## config.mk

```make
export PLATFORM = sky130hd
export DESIGN_NAME = cdg_ctrl
export DESIGN_NICKNAME = d
export VERILOG_FILES = /design/src/hdl/cdg_pkg.sv /design/src/hdl/cdg_ctrl.sv
export SDC_FILE = /design/constraint.sdc
export NUM_CORES = 1
export LEC_CHECK = 0
export ABC_CLOCK_PERIOD_IN_PS = 11800
export BUFFER_PORTS_ARGS = -buffer_cell sky130_fd_sc_hd__buf_4
export CAP_MARGIN = 20
export CORE_ASPECT_RATIO = 0.75
export CORE_MARGIN = 5
export CORE_UTILIZATION = 25
export CTS_BUF_LIST = sky130_fd_sc_hd__clkbuf_8
export DETAILED_ROUTE_END_ITERATION = 10
export HOLD_SLACK_MARGIN = 0.03
export SYNTH_ARGS = -nofsm -noshare
export SYNTH_HDL_FRONTEND = slang
export SYNTH_SLANG_ARGS = --single-unit
export TNS_END_PERCENT = 50
```

## constraint.sdc

```tcl
create_clock -name clk -period 11.8 [get_ports clk]
set_input_delay 0.59 -clock clk [delete_from_list [all_inputs] [get_ports clk]]
set_output_delay 0.59 -clock clk [all_outputs]
set_load 0.05 [all_outputs]
```

## src/hdl/cdg_pkg.sv

```systemverilog
`default_nettype none
package cdg_pkg;

    localparam int SCREEN_WIDTH  = 300;
    localparam int SCREEN_HEIGHT = 216;
    localparam int BAND_ROWS     = 12;
    localparam int SCREEN_DEPTH  = SCREEN_WIDTH * SCREEN_HEIGHT;
    localparam int BAND_DEPTH    = SCREEN_WIDTH * BAND_ROWS;
    localparam int MOVE_DEPTH    = SCREEN_DEPTH - BAND_DEPTH;
    localparam int MEM_AW        = 16;
    localparam int SCR_AW        = $clog2(SCREEN_DEPTH);
    localparam int BUF_AW        = $clog2(BAND_DEPTH);

    localparam int REGION_WIDTH  = 48;
    localparam int REGION_HEIGHT = 48;
    localparam int IMG_W         = SCREEN_WIDTH - 12;
    localparam int IMG_H         = SCREEN_HEIGHT - 12;
    localparam int REG_COLS      = (IMG_W + REGION_WIDTH - 1) / REGION_WIDTH;
    localparam int REG_ROWS      = (IMG_H + REGION_HEIGHT - 1) / REGION_HEIGHT;
    localparam int NUM_REGIONS   = 24;

    localparam logic [5:0] GFX_MODE  = 6'd9;
    localparam logic [1:0] VSCR_DOWN = 2'd1;
    localparam logic [1:0] VSCR_UP   = 2'd2;

    typedef enum logic [1:0] {
        CMD_APPLY  = 2'd0,
        CMD_PIXEL  = 2'd1,
        CMD_CLEAR  = 2'd2,
        CMD_REWIND = 2'd3
    } cdg_cmd_t;

    typedef enum logic [5:0] {
        OP_MEM_PRESET    = 6'd1,
        OP_BORDER_PRESET = 6'd2,
        OP_TILE          = 6'd6,
        OP_SCROLL_PRESET = 6'd20,
        OP_SCROLL_COPY   = 6'd24,
        OP_TRANSPARENT   = 6'd28,
        OP_PAL_LOW       = 6'd30,
        OP_PAL_HIGH      = 6'd31,
        OP_TILE_XOR      = 6'd38
    } cdg_op_t;

    typedef enum logic [2:0] {
        ST_CLEAR,
        ST_IDLE,
        ST_TILE,
        ST_SAVE,
        ST_MOVE,
        ST_RESTORE,
        ST_PIXEL,
        ST_FIN
    } cdg_state_t;

    typedef enum logic [1:0] {
        WK_CONST,
        WK_SCR,
        WK_BUF,
        WK_XOR
    } cdg_wkind_t;

    typedef struct packed {
        logic              we;
        logic [MEM_AW-1:0] waddr;
        logic [3:0]        wdata;
        logic              re;
        logic [MEM_AW-1:0] raddr;
    } cdg_mem_req_t;

    typedef struct packed {
        logic [1:0]  command;
        logic [7:0]  packet_command;
        logic [7:0]  packet_instruction;
        logic [63:0] packet_data_low;
        logic [63:0] packet_data_high;
        logic [8:0]  pixel_column;
        logic [7:0]  pixel_row;
    } cdg_req_t;

    typedef struct packed {
        logic [3:0]  pixel_index;
        logic [3:0]  pixel_red;
        logic [3:0]  pixel_green;
        logic [3:0]  pixel_blue;
        logic [23:0] updated_mask;
        logic        has_tiles;
        logic [3:0]  border_index;
        logic        border_known;
        logic [3:0]  transparent_index;
        logic        transparent_known;
        logic        is_tile_packet;
    } cdg_rsp_t;

endpackage
`default_nettype wire

```

## src/hdl/cdg_ctrl.sv

```systemverilog
`default_nettype none
module cdg_ctrl
    import cdg_pkg::*;
(
    input  wire logic         clk,
    input  wire logic         rst_n,
    input  wire logic         start,
    output logic              busy,
    input  wire cdg_req_t     req,
    output logic              done,
    output cdg_rsp_t          rsp,
    output cdg_mem_req_t      scr_port,
    input  wire logic [3:0]   scr_rdata,
    output cdg_mem_req_t      buf_port,
    input  wire logic [3:0]   buf_rdata
);

    function automatic logic [NUM_REGIONS-1:0] tile_regions(input logic [8:0] trow,
                                                             input logic [8:0] tcol);
        logic [NUM_REGIONS-1:0] m;
        m = '0;
        for (int i = 0; i < NUM_REGIONS; i++)
        begin
            if (i < REG_COLS * REG_ROWS)
            begin
                if (int'(tcol) >= (i % REG_COLS) * REGION_WIDTH &&
                    int'(tcol) <= (i % REG_COLS) * REGION_WIDTH + REGION_WIDTH + 6 &&
                    int'(trow) >= (i / REG_COLS) * REGION_HEIGHT &&
                    int'(trow) <= (i / REG_COLS) * REGION_HEIGHT + REGION_HEIGHT + 12)
                begin
                    m[i] = 1'b1;
                end
            end
        end
        return m;
    endfunction

    cdg_state_t state_reg, state_next;

    logic [MEM_AW-1:0]  cnt_reg;
    logic [2:0]         tx_reg;
    logic [3:0]         ty_reg;
    logic [MEM_AW-1:0]  rowbase_reg;
    logic [8:0]         tcol_reg;
    logic [95:0]        tbits_reg;
    logic [3:0]         c0_reg, c1_reg, fill_reg;
    logic               xor_reg, up_reg, rotate_reg, notify_reg;
    logic               pix_ok_reg, is_tile_reg;
    logic [3:0]         pix_reg;
    logic               preset_v_reg, border_v_reg, transp_v_reg;
    logic [3:0]         preset_c_reg, border_c_reg, transp_c_reg;
    logic [23:0]        dirty_reg;
    logic               tiles_reg;
    logic [11:0]        pal_reg [16];
    logic               wv_reg, wbuf_reg;
    cdg_wkind_t         wkind_reg;
    logic [MEM_AW-1:0]  waddr_reg;
    logic [3:0]         wcol_reg;
    logic               done_reg;
    cdg_rsp_t           rsp_reg;

    // Packet decode.
    logic [127:0] data;
    logic         accept, gfx, tile_ok, scroll_ok, is_tile;
    cdg_op_t      op;
    logic [3:0]   d0;
    logic [7:0]   d2, d3;
    logic [8:0]   trow, tcol;

    assign busy   = (state_reg != ST_IDLE) || wv_reg;
    assign accept = start && !busy;
    assign data   = {req.packet_data_high, req.packet_data_low};
    assign gfx    = (req.packet_command[5:0] == GFX_MODE);
    assign op     = cdg_op_t'(req.packet_instruction[5:0]);
    assign d0     = data[3:0];
    assign d2     = data[23:16];
    assign d3     = data[31:24];
    assign trow   = 9'(d2[4:0]) * 9'd12;
    assign tcol   = 9'(d3[5:0]) * 9'd6;
    assign tile_ok   = (trow < 9'(SCREEN_HEIGHT)) && (tcol < 9'(SCREEN_WIDTH));
    assign scroll_ok = (d2[3:0] == 4'd0) && (d2[5:4] == VSCR_DOWN || d2[5:4] == VSCR_UP);
    assign is_tile   = gfx && (op == OP_TILE || op == OP_TILE_XOR);

    // Sweep issue stage.
    logic              iss, last, iss_buf;
    cdg_wkind_t        iss_kind;
    logic [MEM_AW-1:0] iss_waddr, scr_raddr;
    logic [BUF_AW-1:0] buf_raddr;
    logic              scr_re, buf_re;
    logic [3:0]        iss_col;
    logic [7:0]        tbyte;

    assign tbyte = tbits_reg[{ty_reg, 3'b000} +: 8];

    always_comb
    begin
        iss       = 1'b0;
        last      = 1'b0;
        iss_buf   = 1'b0;
        iss_kind  = WK_CONST;
        iss_waddr = cnt_reg;
        iss_col   = fill_reg;
        scr_re    = 1'b0;
        scr_raddr = cnt_reg;
        buf_re    = 1'b0;
        buf_raddr = cnt_reg[BUF_AW-1:0];
        unique case (state_reg)
            ST_IDLE:
            begin
                scr_re    = accept;
                scr_raddr = MEM_AW'(req.pixel_row) * MEM_AW'(SCREEN_WIDTH)
                          + MEM_AW'(req.pixel_column);
            end
            ST_CLEAR:
            begin
                iss  = 1'b1;
                last = (cnt_reg == MEM_AW'(SCREEN_DEPTH - 1));
            end
            ST_SAVE:
            begin
                iss       = 1'b1;
                iss_buf   = 1'b1;
                iss_kind  = WK_SCR;
                scr_re    = 1'b1;
                scr_raddr = up_reg ? cnt_reg : cnt_reg + MEM_AW'(MOVE_DEPTH);
                last      = (cnt_reg == MEM_AW'(BAND_DEPTH - 1));
            end
            ST_MOVE:
            begin
                iss      = 1'b1;
                iss_kind = WK_SCR;
                scr_re   = 1'b1;
                if (up_reg)
                begin
                    scr_raddr = cnt_reg + MEM_AW'(BAND_DEPTH);
                    iss_waddr = cnt_reg;
                end
                else
                begin
                    scr_raddr = MEM_AW'(MOVE_DEPTH - 1) - cnt_reg;
                    iss_waddr = MEM_AW'(SCREEN_DEPTH - 1) - cnt_reg;
                end
                last = (cnt_reg == MEM_AW'(MOVE_DEPTH - 1));
            end
            ST_RESTORE:
            begin
                iss       = 1'b1;
                iss_kind  = rotate_reg ? WK_BUF : WK_CONST;
                buf_re    = rotate_reg;
                iss_waddr = up_reg ? cnt_reg + MEM_AW'(MOVE_DEPTH) : cnt_reg;
                last      = (cnt_reg == MEM_AW'(BAND_DEPTH - 1));
            end
            ST_TILE:
            begin
                iss       = 1'b1;
                iss_kind  = xor_reg ? WK_XOR : WK_CONST;
                iss_waddr = rowbase_reg + MEM_AW'(tcol_reg) + MEM_AW'(tx_reg);
                scr_re    = xor_reg;
                scr_raddr = iss_waddr;
                iss_col   = tbyte[3'd5 - tx_reg] ? c1_reg : c0_reg;
                last      = (ty_reg == 4'd11) && (tx_reg == 3'd5);
            end
            ST_PIXEL, ST_FIN:
            begin
            end
            default:
            begin
            end
        endcase
    end

    // Next state.
    always_comb
    begin
        state_next = state_reg;
        unique case (state_reg)
            ST_IDLE:
            begin
                if (accept)
                begin
                    unique case (cdg_cmd_t'(req.command))
                        CMD_APPLY:
                        begin
                            state_next = ST_FIN;
                            if (gfx)
                            begin
                                case (op)
                                    OP_MEM_PRESET, OP_BORDER_PRESET: state_next = ST_CLEAR;
                                    OP_TILE, OP_TILE_XOR:
                                        state_next = tile_ok ? ST_TILE : ST_FIN;
                                    OP_SCROLL_PRESET, OP_SCROLL_COPY:
                                        state_next = scroll_ok ? ST_SAVE : ST_FIN;
                                    default: state_next = ST_FIN;
                                endcase
                            end
                        end
                        CMD_PIXEL:  state_next = ST_PIXEL;
                        CMD_CLEAR:  state_next = ST_FIN;
                        CMD_REWIND: state_next = ST_CLEAR;
                        default:    state_next = ST_FIN;
                    endcase
                end
            end
            ST_CLEAR:   if (last) state_next = notify_reg ? ST_FIN : ST_IDLE;
            ST_SAVE:    if (last) state_next = ST_MOVE;
            ST_MOVE:    if (last) state_next = ST_RESTORE;
            ST_RESTORE: if (last) state_next = ST_FIN;
            ST_TILE:    if (last) state_next = ST_FIN;
            ST_PIXEL:   state_next = ST_FIN;
            ST_FIN:     state_next = ST_IDLE;
            default:    state_next = ST_IDLE;
        endcase
    end

    // Memory ports.
    logic [3:0] wdata;

    always_comb
    begin
        unique case (wkind_reg)
            WK_CONST: wdata = wcol_reg;
            WK_SCR:   wdata = scr_rdata;
            WK_BUF:   wdata = buf_rdata;
            WK_XOR:   wdata = scr_rdata ^ wcol_reg;
            default:  wdata = wcol_reg;
        endcase
    end

    always_comb
    begin
        scr_port.we    = wv_reg && !wbuf_reg;
        scr_port.waddr = waddr_reg;
        scr_port.wdata = wdata;
        scr_port.re    = scr_re;
        scr_port.raddr = scr_raddr;
        buf_port.we    = wv_reg && wbuf_reg;
        buf_port.waddr = waddr_reg;
        buf_port.wdata = wdata;
        buf_port.re    = buf_re;
        buf_port.raddr = MEM_AW'(buf_raddr);
    end

    always_ff @(posedge clk or negedge rst_n)
    begin
        if (!rst_n)
        begin
            state_reg    <= ST_CLEAR;
            cnt_reg      <= '0;
            tx_reg       <= '0;
            ty_reg       <= '0;
            fill_reg     <= '0;
            notify_reg   <= 1'b0;
            preset_v_reg <= 1'b0;
            border_v_reg <= 1'b0;
            transp_v_reg <= 1'b0;
            preset_c_reg <= '0;
            border_c_reg <= '0;
            transp_c_reg <= '0;
            dirty_reg    <= '1;
            tiles_reg    <= 1'b0;
            wv_reg       <= 1'b0;
            done_reg     <= 1'b0;
            for (int k = 0; k < 16; k++)
            begin
                pal_reg[k] <= '0;
            end
        end
        else
        begin
            state_reg <= state_next;
            wv_reg    <= iss;
            done_reg  <= (state_reg == ST_FIN);
            if (iss)
            begin
                cnt_reg <= last ? '0 : cnt_reg + 1'b1;
            end
            if (state_reg == ST_TILE)
            begin
                tx_reg <= (tx_reg == 3'd5) ? 3'd0 : tx_reg + 3'd1;
                if (tx_reg == 3'd5)
                begin
                    ty_reg <= last ? 4'd0 : ty_reg + 4'd1;
                end
            end
            if (accept)
            begin
                unique case (cdg_cmd_t'(req.command))
                    CMD_APPLY:
                    begin
                        if (gfx)
                        begin
                            case (op)
                                OP_MEM_PRESET:
                                begin
                                    preset_v_reg <= 1'b1;
                                    preset_c_reg <= d0;
                                    fill_reg     <= d0;
                                    notify_reg   <= 1'b1;
                                    dirty_reg    <= '1;
                                    if (!border_v_reg)
                                    begin
                                        border_v_reg <= 1'b1;
                                        border_c_reg <= d0;
                                    end
                                end
                                OP_BORDER_PRESET:
                                begin
                                    border_v_reg <= 1'b1;
                                    border_c_reg <= d0;
                                    notify_reg   <= 1'b1;
                                    dirty_reg    <= '1;
                                    if (!preset_v_reg)
                                    begin
                                        preset_v_reg <= 1'b1;
                                        preset_c_reg <= d0;
                                        fill_reg     <= d0;
                                    end
                                    else
                                    begin
                                        fill_reg <= preset_c_reg;
                                    end
                                end
                                OP_TILE, OP_TILE_XOR:
                                begin
                                    if (tile_ok)
                                    begin
                                        dirty_reg <= dirty_reg | tile_regions(trow, tcol);
                                        tiles_reg <= 1'b1;
                                    end
                                end
                                OP_SCROLL_PRESET, OP_SCROLL_COPY:
                                begin
                                    fill_reg <= d0;
                                    if (scroll_ok)
                                    begin
                                        dirty_reg <= '1;
                                    end
                                end
                                OP_TRANSPARENT:
                                begin
                                    transp_v_reg <= 1'b1;
                                    transp_c_reg <= d0;
                                    dirty_reg    <= '1;
                                end
                                OP_PAL_LOW, OP_PAL_HIGH:
                                begin
                                    for (int k = 0; k < 8; k++)
                                    begin
                                        pal_reg[{op == OP_PAL_HIGH, 3'(k)}] <=
                                            {data[16*k +: 6], data[16*k+8 +: 6]};
                                    end
                                    dirty_reg <= '1;
                                end
                                default:
                                begin
                                end
                            endcase
                        end
                    end
                    CMD_PIXEL:
                    begin
                    end
                    CMD_CLEAR:
                    begin
                        dirty_reg <= '0;
                    end
                    CMD_REWIND:
                    begin
                        fill_reg     <= '0;
                        notify_reg   <= 1'b1;
                        preset_v_reg <= 1'b0;
                        border_v_reg <= 1'b0;
                        transp_v_reg <= 1'b0;
                        preset_c_reg <= '0;
                        border_c_reg <= '0;
                        transp_c_reg <= '0;
                        dirty_reg    <= '1;
                        tiles_reg    <= 1'b0;
                        for (int k = 0; k < 16; k++)
                        begin
                            pal_reg[k] <= '0;
                        end
                    end
                    default:
                    begin
                    end
                endcase
            end
        end
    end

    // Item payload and write stage; no reset needed.
    always_ff @(posedge clk)
    begin
        wbuf_reg  <= iss_buf;
        wkind_reg <= iss_kind;
        waddr_reg <= iss_waddr;
        wcol_reg  <= iss_col;
        if (state_reg == ST_TILE && tx_reg == 3'd5)
        begin
            rowbase_reg <= rowbase_reg + MEM_AW'(SCREEN_WIDTH);
        end
        if (accept)
        begin
            rowbase_reg <= MEM_AW'(trow) * MEM_AW'(SCREEN_WIDTH);
            tcol_reg    <= tcol;
            tbits_reg   <= data[127:32];
            c0_reg      <= data[3:0];
            c1_reg      <= data[11:8];
            xor_reg     <= (op == OP_TILE_XOR);
            up_reg      <= (d2[5:4] == VSCR_UP);
            rotate_reg  <= (op == OP_SCROLL_COPY);
            is_tile_reg <= is_tile;
            pix_ok_reg  <= (cdg_cmd_t'(req.command) == CMD_PIXEL) &&
                           (req.pixel_column < 9'(SCREEN_WIDTH)) &&
                           (req.pixel_row < 8'(SCREEN_HEIGHT));
            pix_reg     <= '0;
        end
        if (state_reg == ST_PIXEL)
        begin
            pix_reg <= pix_ok_reg ? scr_rdata : 4'd0;
        end
        if (state_reg == ST_FIN)
        begin
            rsp_reg.pixel_index       <= pix_reg;
            rsp_reg.pixel_red         <= pix_ok_reg ? pal_reg[pix_reg][11:8] : 4'd0;
            rsp_reg.pixel_green       <= pix_ok_reg ? pal_reg[pix_reg][7:4] : 4'd0;
            rsp_reg.pixel_blue        <= pix_ok_reg ? pal_reg[pix_reg][3:0] : 4'd0;
            rsp_reg.updated_mask      <= dirty_reg;
            rsp_reg.has_tiles         <= tiles_reg;
            rsp_reg.border_index      <= border_v_reg ? border_c_reg : 4'd0;
            rsp_reg.border_known      <= border_v_reg;
            rsp_reg.transparent_index <= transp_v_reg ? transp_c_reg : 4'd0;
            rsp_reg.transparent_known <= transp_v_reg;
            rsp_reg.is_tile_packet    <= is_tile_reg;
        end
    end

    assign done = done_reg;
    assign rsp  = rsp_reg;

`ifndef SYNTHESIS
    a_done_idle: assert property (@(posedge clk) disable iff (!rst_n)
        done_reg |-> state_reg == ST_IDLE)
        else $error("result strobe outside idle");

    a_accept_leaves_idle: assert property (@(posedge clk) disable iff (!rst_n)
        accept |=> state_reg != ST_IDLE)
        else $error("accepted item did not start work");

    a_write_from_sweep: assert property (@(posedge clk) disable iff (!rst_n)
        iss |=> wv_reg)
        else $error("issued write lost");

    a_no_write_in_idle: assert property (@(posedge clk) disable iff (!rst_n)
        (state_reg == ST_IDLE && $past(state_reg) == ST_IDLE) |-> !wv_reg)
        else $error("memory write while idle");
`endif

endmodule
`default_nettype wire

```

Yosys cells after proc, flatten, opt, wreduce, memory -nomap -nowiden
Index checks and enable logic that the tools add are counted.
- add/sub/neg operators: 12
- $mul: 4
- divide/modulo/power cells: 0
- magnitude comparators: 40
- equal/unequal tests: 48
- shift-type cells: 1
- mux-type cells: 243
- bitwise gates (word level): 11
- reductions and logical operators: 98
- operators by type and width (cell ; number):
    192-bit bitwise mux ; 8
    12-bit demux with 4-bit select ; 8
    192-bit 2-to-1 mux ; 2
    192-bit one-hot mux with 2 select lines ; 1
    1-bit 2-to-1 mux ; 155
    24-bit one-hot mux with 3 select lines ; 2
    12-bit 2-to-1 mux ; 10
    16-bit 2-to-1 mux ; 7
    96-bit by 8-bit variable part select with 8-bit output ; 1
    24-bit 2-to-1 mux ; 3
    1-bit logical AND ; 65
    16-bit one-hot mux with 4 select lines ; 1
    4-bit one-hot mux with 2 select lines ; 7
    4-bit 2-to-1 mux ; 13
    12-bit binary-select mux with 4-bit select ; 1
    16-bit one-hot mux with 3 select lines ; 1
    5-bit greater-or-equal comparator, second input constant ; 9
    9-bit by 8-bit less-or-equal comparator with 1-bit output, second input constant ; 5
    4-bit inverter with 5-bit output ; 9
    5-bit by 1-bit less-than comparator with 1-bit output, second input constant ; 8
    9-bit by 8-bit greater-or-equal comparator with 1-bit output, second input constant ; 4
    16-bit by 9-bit adder with 16-bit output ; 2
    16-bit equality test, second input constant ; 2
    16-bit subtractor, first input constant ; 2
    other kinds (67) ; 131
- flip-flop bits (word level): 476
- bits in latches: 0
- RAM bits: 0
- ROM bits: 0
- input bits: 174
- output and inout bits: 130
- word-level logic and storage cells: 515
- memories kept: 0

Longest topological paths before layout
Gate-level depths: netlist (run 1).
- word-level depth: 17
- mapped depth: 21
- gate-level depth less buffers: 21

Worst setup path before layout (run 1)
OpenSTA, ideal clock, no wires.
- path type: input port to output port
- from: input req[4] (netlist name)
- to: output scr_port[15] (netlist name)
- arrival: 5.074 ns
- required time: 11.210 ns
- setup slack: 6.136 ns
- stages on the path: 14
- buffers on the path: 0
- path through: ha_1 > ha_1 > inv_1 > fa_1 > fa_1 > inv_1 > ha_1 > a21boi_0 > o41a_1 > o21a_1 > nor4b_1 > o211ai_1 > xnor2_1 > o21ai_0
- RTL lines (item ; line ; RTL):
    from (decl) ; cdg_ctrl.sv:9 ; input wire cdg_req_t req,
    to (decl) ; cdg_ctrl.sv:12 ; output cdg_mem_req_t scr_port,

==> results of run 1 <==
## per-stage QoR
stage	area (µm²)	util, %	cells	total power, µW	setup slack (ns)
after floorplan	25400	-	2207	2100	6.14
after global placement	28700	28.4	3695	2280	6.33
after detailed placement	28700	28.4	3695	2280	6.35
after CTS	30200	29.9	3838	3750	6.36
after global routing	30200	30.0	3841	3890	6.14
final	30300	30.0	3850	3710	6.39
## routing by layer
layer | share of wire (%) | track usage (%) | vias to the layer above
met5 | 0.23 | 0 | -
met2 | 42 | 21.3 | 707
li1 | - | - | 8641
met4 | 2.0 | 3.43 | 28
met1 | 46 | 21.4 | 9401
met3 | 9.3 | 5.71 | 138
## worst max-delay path, delay by kind of cell
kind | cells | cell delay (ns)
XOR/XNOR | 1 | 0.15
AND/OR/NAND/NOR | 1 | 0.45
AO/OA/AOI/OAI | 5 | 1.23
adder cells (fa/ha/maj) | 5 | 1.91
buffers and inverters | 4 | 0.49
## final timing paths
check / end / slack, ns / cells after the start
min in group asynchronous: pal_reg[100]$_DFFE_PN0P_ / 0.50 / 2
hold reg to reg: dirty_reg[5]$_DFFE_PN1P_ / 0.46 / 2
hold / removal: tbits_reg[36]$_DFFE_PP_ / 0.10 / 1
max in group asynchronous: ty_reg[0]$_DFFE_PN0P_ / 9.75 / 3
setup / recovery: scr_port[15] / 6.39 / 16
setup reg to reg: wcol_reg[2]$_DFF_P_ / 7.21 / 8
## logic make-up after synthesis
logic type / after synthesis
AO/OA/AOI/OAI: 600
flip-flops: 474
adder cells (fa/ha/maj): 138
XOR/XNOR: 95
AND/OR/NAND/NOR: 488
multiplexers: 115
other: 1
buffers and inverters: 293
## Yosys cell counts (all sizes together) (34+ instances only)
library cell / number / area share (%)
a21oi: 113 / 2.2
dfrtp: 240 / 24
xnor2: 58 / 2.0
a22o: 182 / 6.3
inv: 120 / 1.8
nor3: 34 / 0.67
clkbuf: 106 / 1.6
xor2: 37 / 1.3
nand3: 45 / 0.89
mux4: 80 / 7.1
nor2: 134 / 2.0
buf: 64 / 1.7
edfxtp: 185 / 22
ha: 121 / 6.0
nand2: 141 / 2.1
o21ai: 125 / 2.5
## area by class of cell
| type | instances | area [µm²] | area share [%] |
|---|---|---|---|
| diodes | 12 | 30.0 | 0.0992 |
| clock buffers | 94 | 1290 | 4.27 |
| well taps | 1339 | 1680 | 5.54 |
| clock inverters | 48 | 259 | 0.856 |
| repair buffers | 320 | 2420 | 8.01 |
| inverters | 123 | 464 | 1.53 |
| multi-input cells | 1440 | 11400 | 37.7 |
| flip-flops and latches | 474 | 12700 | 41.9 |
## report_power, final
part	switching [µW]	internal [µW]
Sequential	0	1710
Clock	703	750
Combinational	319	224
Total	1020	2680
## cell usage in the layout, fill, tap and decap left out, types with 45 or more instances in the layout
cell      count
buf_4       317
dfrtp_1     239
edfxtp_1    185
a22o_1      182
inv_1       147
nand2_1     141
nor2_1      132
o21ai_0     123
ha_1        121
a21oi_1     113
clkbuf_8     94
mux4_2       78
xnor2_1      58
nand3_1      45
==> metrics, run 1 <==
Post-synth top flop=dfrtp_1; main combinational cell family by area after synthesis=compound AO/OA/AOI/OAI gates; total grt overflow=0; Fmax achieved=185 MHz; Sink Count=~470; Via Count=between 15k and 20k; RSZ-0062 raised after global routing=no; maximum VDD drop=slightly above 0.00006 V; CTS root buf=clkbuf_8; Crit path required time=11.21 ns; fraction of layout instances using a drive strength above 1=between 20 and 25%; post-synthesis adder-cell area fraction=7.31%; synth-to-layout area growth=19.4%; chip height=between 200 and 300 µm; hpwl dp=roughly 60 mm; clock latency on the worst-skew pair=between 0.6 and 0.7 ns; asr flop ratio synth=a little under three fifths; Resize count post-CTS=0; Max Cap Viol=0; Post-Route Setup TNS=0 ns; crit path DAT=4.82 ns; post-synthesis sequential area ratio=50.1%; RR Startpoint=ty_reg[2]$_DFFE_PN0P_; pwr dens=~120 nW/µm²; synth warn=0; largest net degree at the start of global routing=178; Cell Area, Synth=roughly 25000 µm²; Critical Path End Type=output port; Period minus WS final=roughly 5.4 ns; PortBufs=roughly 290; Min Hold Slack=roughly 0.10 ns; DRT iter0 DRCs=roughly 1.8k; multiplexer area fraction after synthesis=approximately 8.5%; synth unique cells=between 80 and 90; residual DRC count=0; Crit Path Max Fanout=5; core footprint=a little over 100000 µm²; Crit-path slowest cell=fa_1; Worst Setup SP=req[4]; measured slew at the worst slew-check pin=between 1 and 1.5 ns; H-tree levels=3; max reg flops=between 150 and 200; post-synthesis compound-gate area fraction=between 10% and 20%; clock-pin slew on the worst setup and hold paths=roughly 0.06 ns; max_slew headroom=11.6%; critical-path cell list=buf_4, ha_1, ha_1, inv_1, fa_1, fa_1, inv_1, ha_1, a21boi_0, o41a_1, o21a_1, nor4b_1, o211ai_1, xnor2_1, o21ai_0, buf_4; post-CTS setup buffer count=0; worst hold path type=primary input to flop; Simple-Gate Fraction of Synth Area=a little over 9%; Chip Width=378 µm; die area=~110000 µm²; CP Launch Type=primary input; most numerous cell on the critical path=ha_1; initial antenna violation count=29; I/O pin count=about 300; Post-synth EDFFs=around 190; TritonCTS Buffers=78; GRT Total Usage=between 10% and 20%; DR vias/cell=4.91; remaining antenna violation count after routing=0; Post-CTS Hold Fix Bufs=1; Worst Skew=~0.057 ns; Initial Util=25.1%; first-pass GRT wire length=around 120 mm; drt wl/cell=between 20 and 25 µm; Final Hold Fails=0; CTS tree=yes; Slew Limit Fails=0; CP max stage delay=approximately 0.51 ns; Mapped Avg Cell Area=11.5 µm²; hold path start=req[21]; row cnt=slightly above 100; Final Net Count=roughly 2.7k; #FFs+latches synth=around 470; routability cong.=a little under 0.9; vias in the first global route=~18k; Setup Viol. Count Final=0; outcome=finished, final reports clean; fillers=10.3k; WS Path Type=primary input to output port; Final Routed Wirelength=83.6 mm; CTS max path bufs=3; LEAKAGE=~0.013 µW; synthesized instance count=~2.2k; xor-xnor portion of the synthesized cell area=3.28%; final worst path period share=45.9%; Initial DRT Pass Iterations=6
(Power assumes the default switching activity.)
==> run 2, diff against run 1 <==
Settings changed: ABC_CLOCK_PERIOD_IN_PS 11800 to 5400.
Clock period 11.8 ns to 5.4 ns, I/O delays scaled along.
==> run 2 against run 1 <==
  * Wire length grew 2.2%
  * Global-route usage grew 0.44 points
  * First-iteration DRC count shrank 6.8%
  * Core utilization grew 1.4 points
  * Critical path depth grew 7
  * Count of clock-buffer cells in the layout shrank 6
  * Register-to-register slack lost 6.0 ns
  * Clock skew shrank 0.022 ns
  * Worst hold slack lost 0.0080 ns
  * Critical endpoint is now rowbase_reg[14]$_DFFE_PP_
==> metrics, run 2 (synthesis results as in run 1) <==
Worst Setup SP=req[97]; final core occ=between 30% and 40%; outcome=finished, final reports clean; Critical Path Stages=23; Reg2Reg Depth=10; core footprint=101000 µm²; Chip Width=~380 µm; WS Path Type=primary input to flop; max_slew headroom=between 20% and 30%; Initial DRT Pass Iterations=6; initial antenna violation count=25; GRT Total Usage=15.4%; crit path DAT=around 5.5 ns; Max Cap Viol=0; Post-Layout Cell Count=~4k; pwr dens=260 nW/µm²; Worst setup endpoint=rowbase_reg[14]$_DFFE_PP_; hold depth=3; Setup Viol. Count Final=0; area of the multi-input gates=~11000 µm²; most frequent cells in the layout=324 x buf_4, 239 x dfrtp_1, 185 x edfxtp_1, 182 x a22o_1, 154 x inv_1; FF+latch area=roughly 13000 µm²; fillers=about 10k; Period minus WS final=4.95 ns; most numerous cell on the critical path=ha_1; largest net degree at the start of global routing=~110; chip height=about 290 µm; TritonCTS Buffers=80; CTS max path bufs=3; PortBufs=287; LEAKAGE=0.0135 µW; drt wl/cell=~21 µm; DR vias/cell=4.88; clock latency on the worst-skew pair=approximately 0.68 ns; R2R Path End=pal_reg[16]$_DFFE_PN0P_; Initial Util=about a quarter; RR Startpoint=state_reg[1]$_DFFE_PN0P_; CTS root buf=clkbuf_8; CP Launch Type=primary input; first-pass GRT wire length=126 mm; Fmax achieved=202 MHz; vias in the first global route=around 19k; H-tree levels=3; RSZ-0062 raised after global routing=no; residual DRC count=0; max reg flops=between 150 and 200; Final Hold Fails=0; Crit Path Max Fanout=9; final worst path period share=between 90% and 100%; Crit-path slowest cell=dlygate4sd3_1; critical path's top delay family=adder cells; Final Net Count=between 2k and 3k; die area=108000 µm²; fraction of layout instances using a drive strength above 1=approximately a fifth; remaining antenna violation count after routing=0; routability cong.=0.874; Min Hold Slack=roughly 0.097 ns; worst hold path type=primary input to flop; row cnt=~100; DRT iter0 DRCs=1675; Final Routed Wirelength=about 85 mm; Critical path buffers and inverters=6; post-CTS setup buffer count=0; cell count after placement=between 3k and 4k; Critical Path End Type=flop; slack of the worst reg-to-reg path=1.25 ns; synth-to-layout area growth=25.1%; Worst Skew=between 0.03 and 0.04 ns; I/O pin count=about 300; hpwl dp=61.2 mm; Via Count=19.5k; clock-pin slew on the worst setup and hold paths=about 0.07 ns; CP max stage delay=0.55 ns; measured slew at the worst slew-check pin=about 1.1 ns; Slew Limit Fails=0; Crit path required time=between 5 and 6 ns; Sink Count=between 400 and 500; total grt overflow=0; commonest non-fill, non-tap cell in the layout=buf_4; Post-Route Setup TNS=0 ns; maximum VDD drop=0.000157 V; critical-path cell list=dlygate4sd3_1, buf_4, ha_1, inv_1, fa_1, nand2b_1, a21oi_1, nor3_1, or2_2, inv_1, ha_1, ha_1, ha_1, inv_1, fa_1, inv_1, ha_1, a21boi_0, o21ai_0, a21boi_0, o21a_1, nor3_1, o31ai_1; CTS tree=yes
==> run 2: changes by cell type in the layout (fill, tap and decap cells not counted), moves of 4 or more <==
cell           change
dlygate4sd3_1    +128
buf_12             +4
clkbuf_8           -6
buf_4              +7
inv_1              +7
==> run 2: worst min-delay path: stages <==
cell and delay [ns]:
buf_4 0.11, or4b_2 0.15, nor3b_1 0.07
==> run 2: through the flow <==
step,instance area [µm²],total power [µW],setup slack (ns)
after floorplan,25400,4600,0.376
after global placement,28800,4990,0.426
after detailed placement,28800,4990,0.362
after CTS,31700,8360,0.486
after global routing,31700,8670,0.0277
final,31700,8250,0.453
==> run 2: how the worst min path moves through the flow <==
stage | start | endpoint
2_1_floorplan | rst_n | border_c_reg[0]$_DFFE_PN0P_
3_3_place_gp | rst_n | pal_reg[170]$_DFFE_PN0P_
3_5_place_dp | req[32] | tbits_reg[47]$_DFFE_PP_
4_1_cts | req[146] | rotate_reg$_DFFE_PP_
5_1_grt | req[15] | pix_ok_reg$_DFFE_PP_
6_report | req[146] | rotate_reg$_DFFE_PP_
==> run 2: power breakdown <==
| group | total, µW | switching, µW | leakage (µW) | internal (µW) |
|---|---|---|---|---|
| clock | 3240 | 1580 | 0.000925 | 1660 |
| combinational | 1270 | 722 | 0.00728 | 548 |
| sequential | 3740 | 0 | 0.00534 | 3740 |
==> run 2: metal layers <==
layer	global-route usage [%]	part of all wire, %	up-vias
li1	-	-	8943
met1	22.1	46	9659
met2	22.4	43	722
met3	4.85	8.5	157
met4	4.25	2.7	18
met5	0	0.14	-
==> run 2: area by class of cell <==
| cell class | count | area share, % |
|---|---|---|
| Antenna cell | 12 | 0.0947 |
| Clock buffer | 88 | 3.82 |
| Clock inverter | 57 | 1.12 |
| Inverter | 123 | 1.46 |
| Multi-Input combinational cell | 1440 | 36.0 |
| Sequential cell | 474 | 40.0 |
| Tap cell | 1339 | 5.28 |
| Timing Repair Buffer | 460 | 12.2 |
==> run 2: repair_timing <==
action                    4_1_cts  5_1_grt
hold buffers                  129        0
hold endpoints to repair      389        0
gates resized for setup         0        0
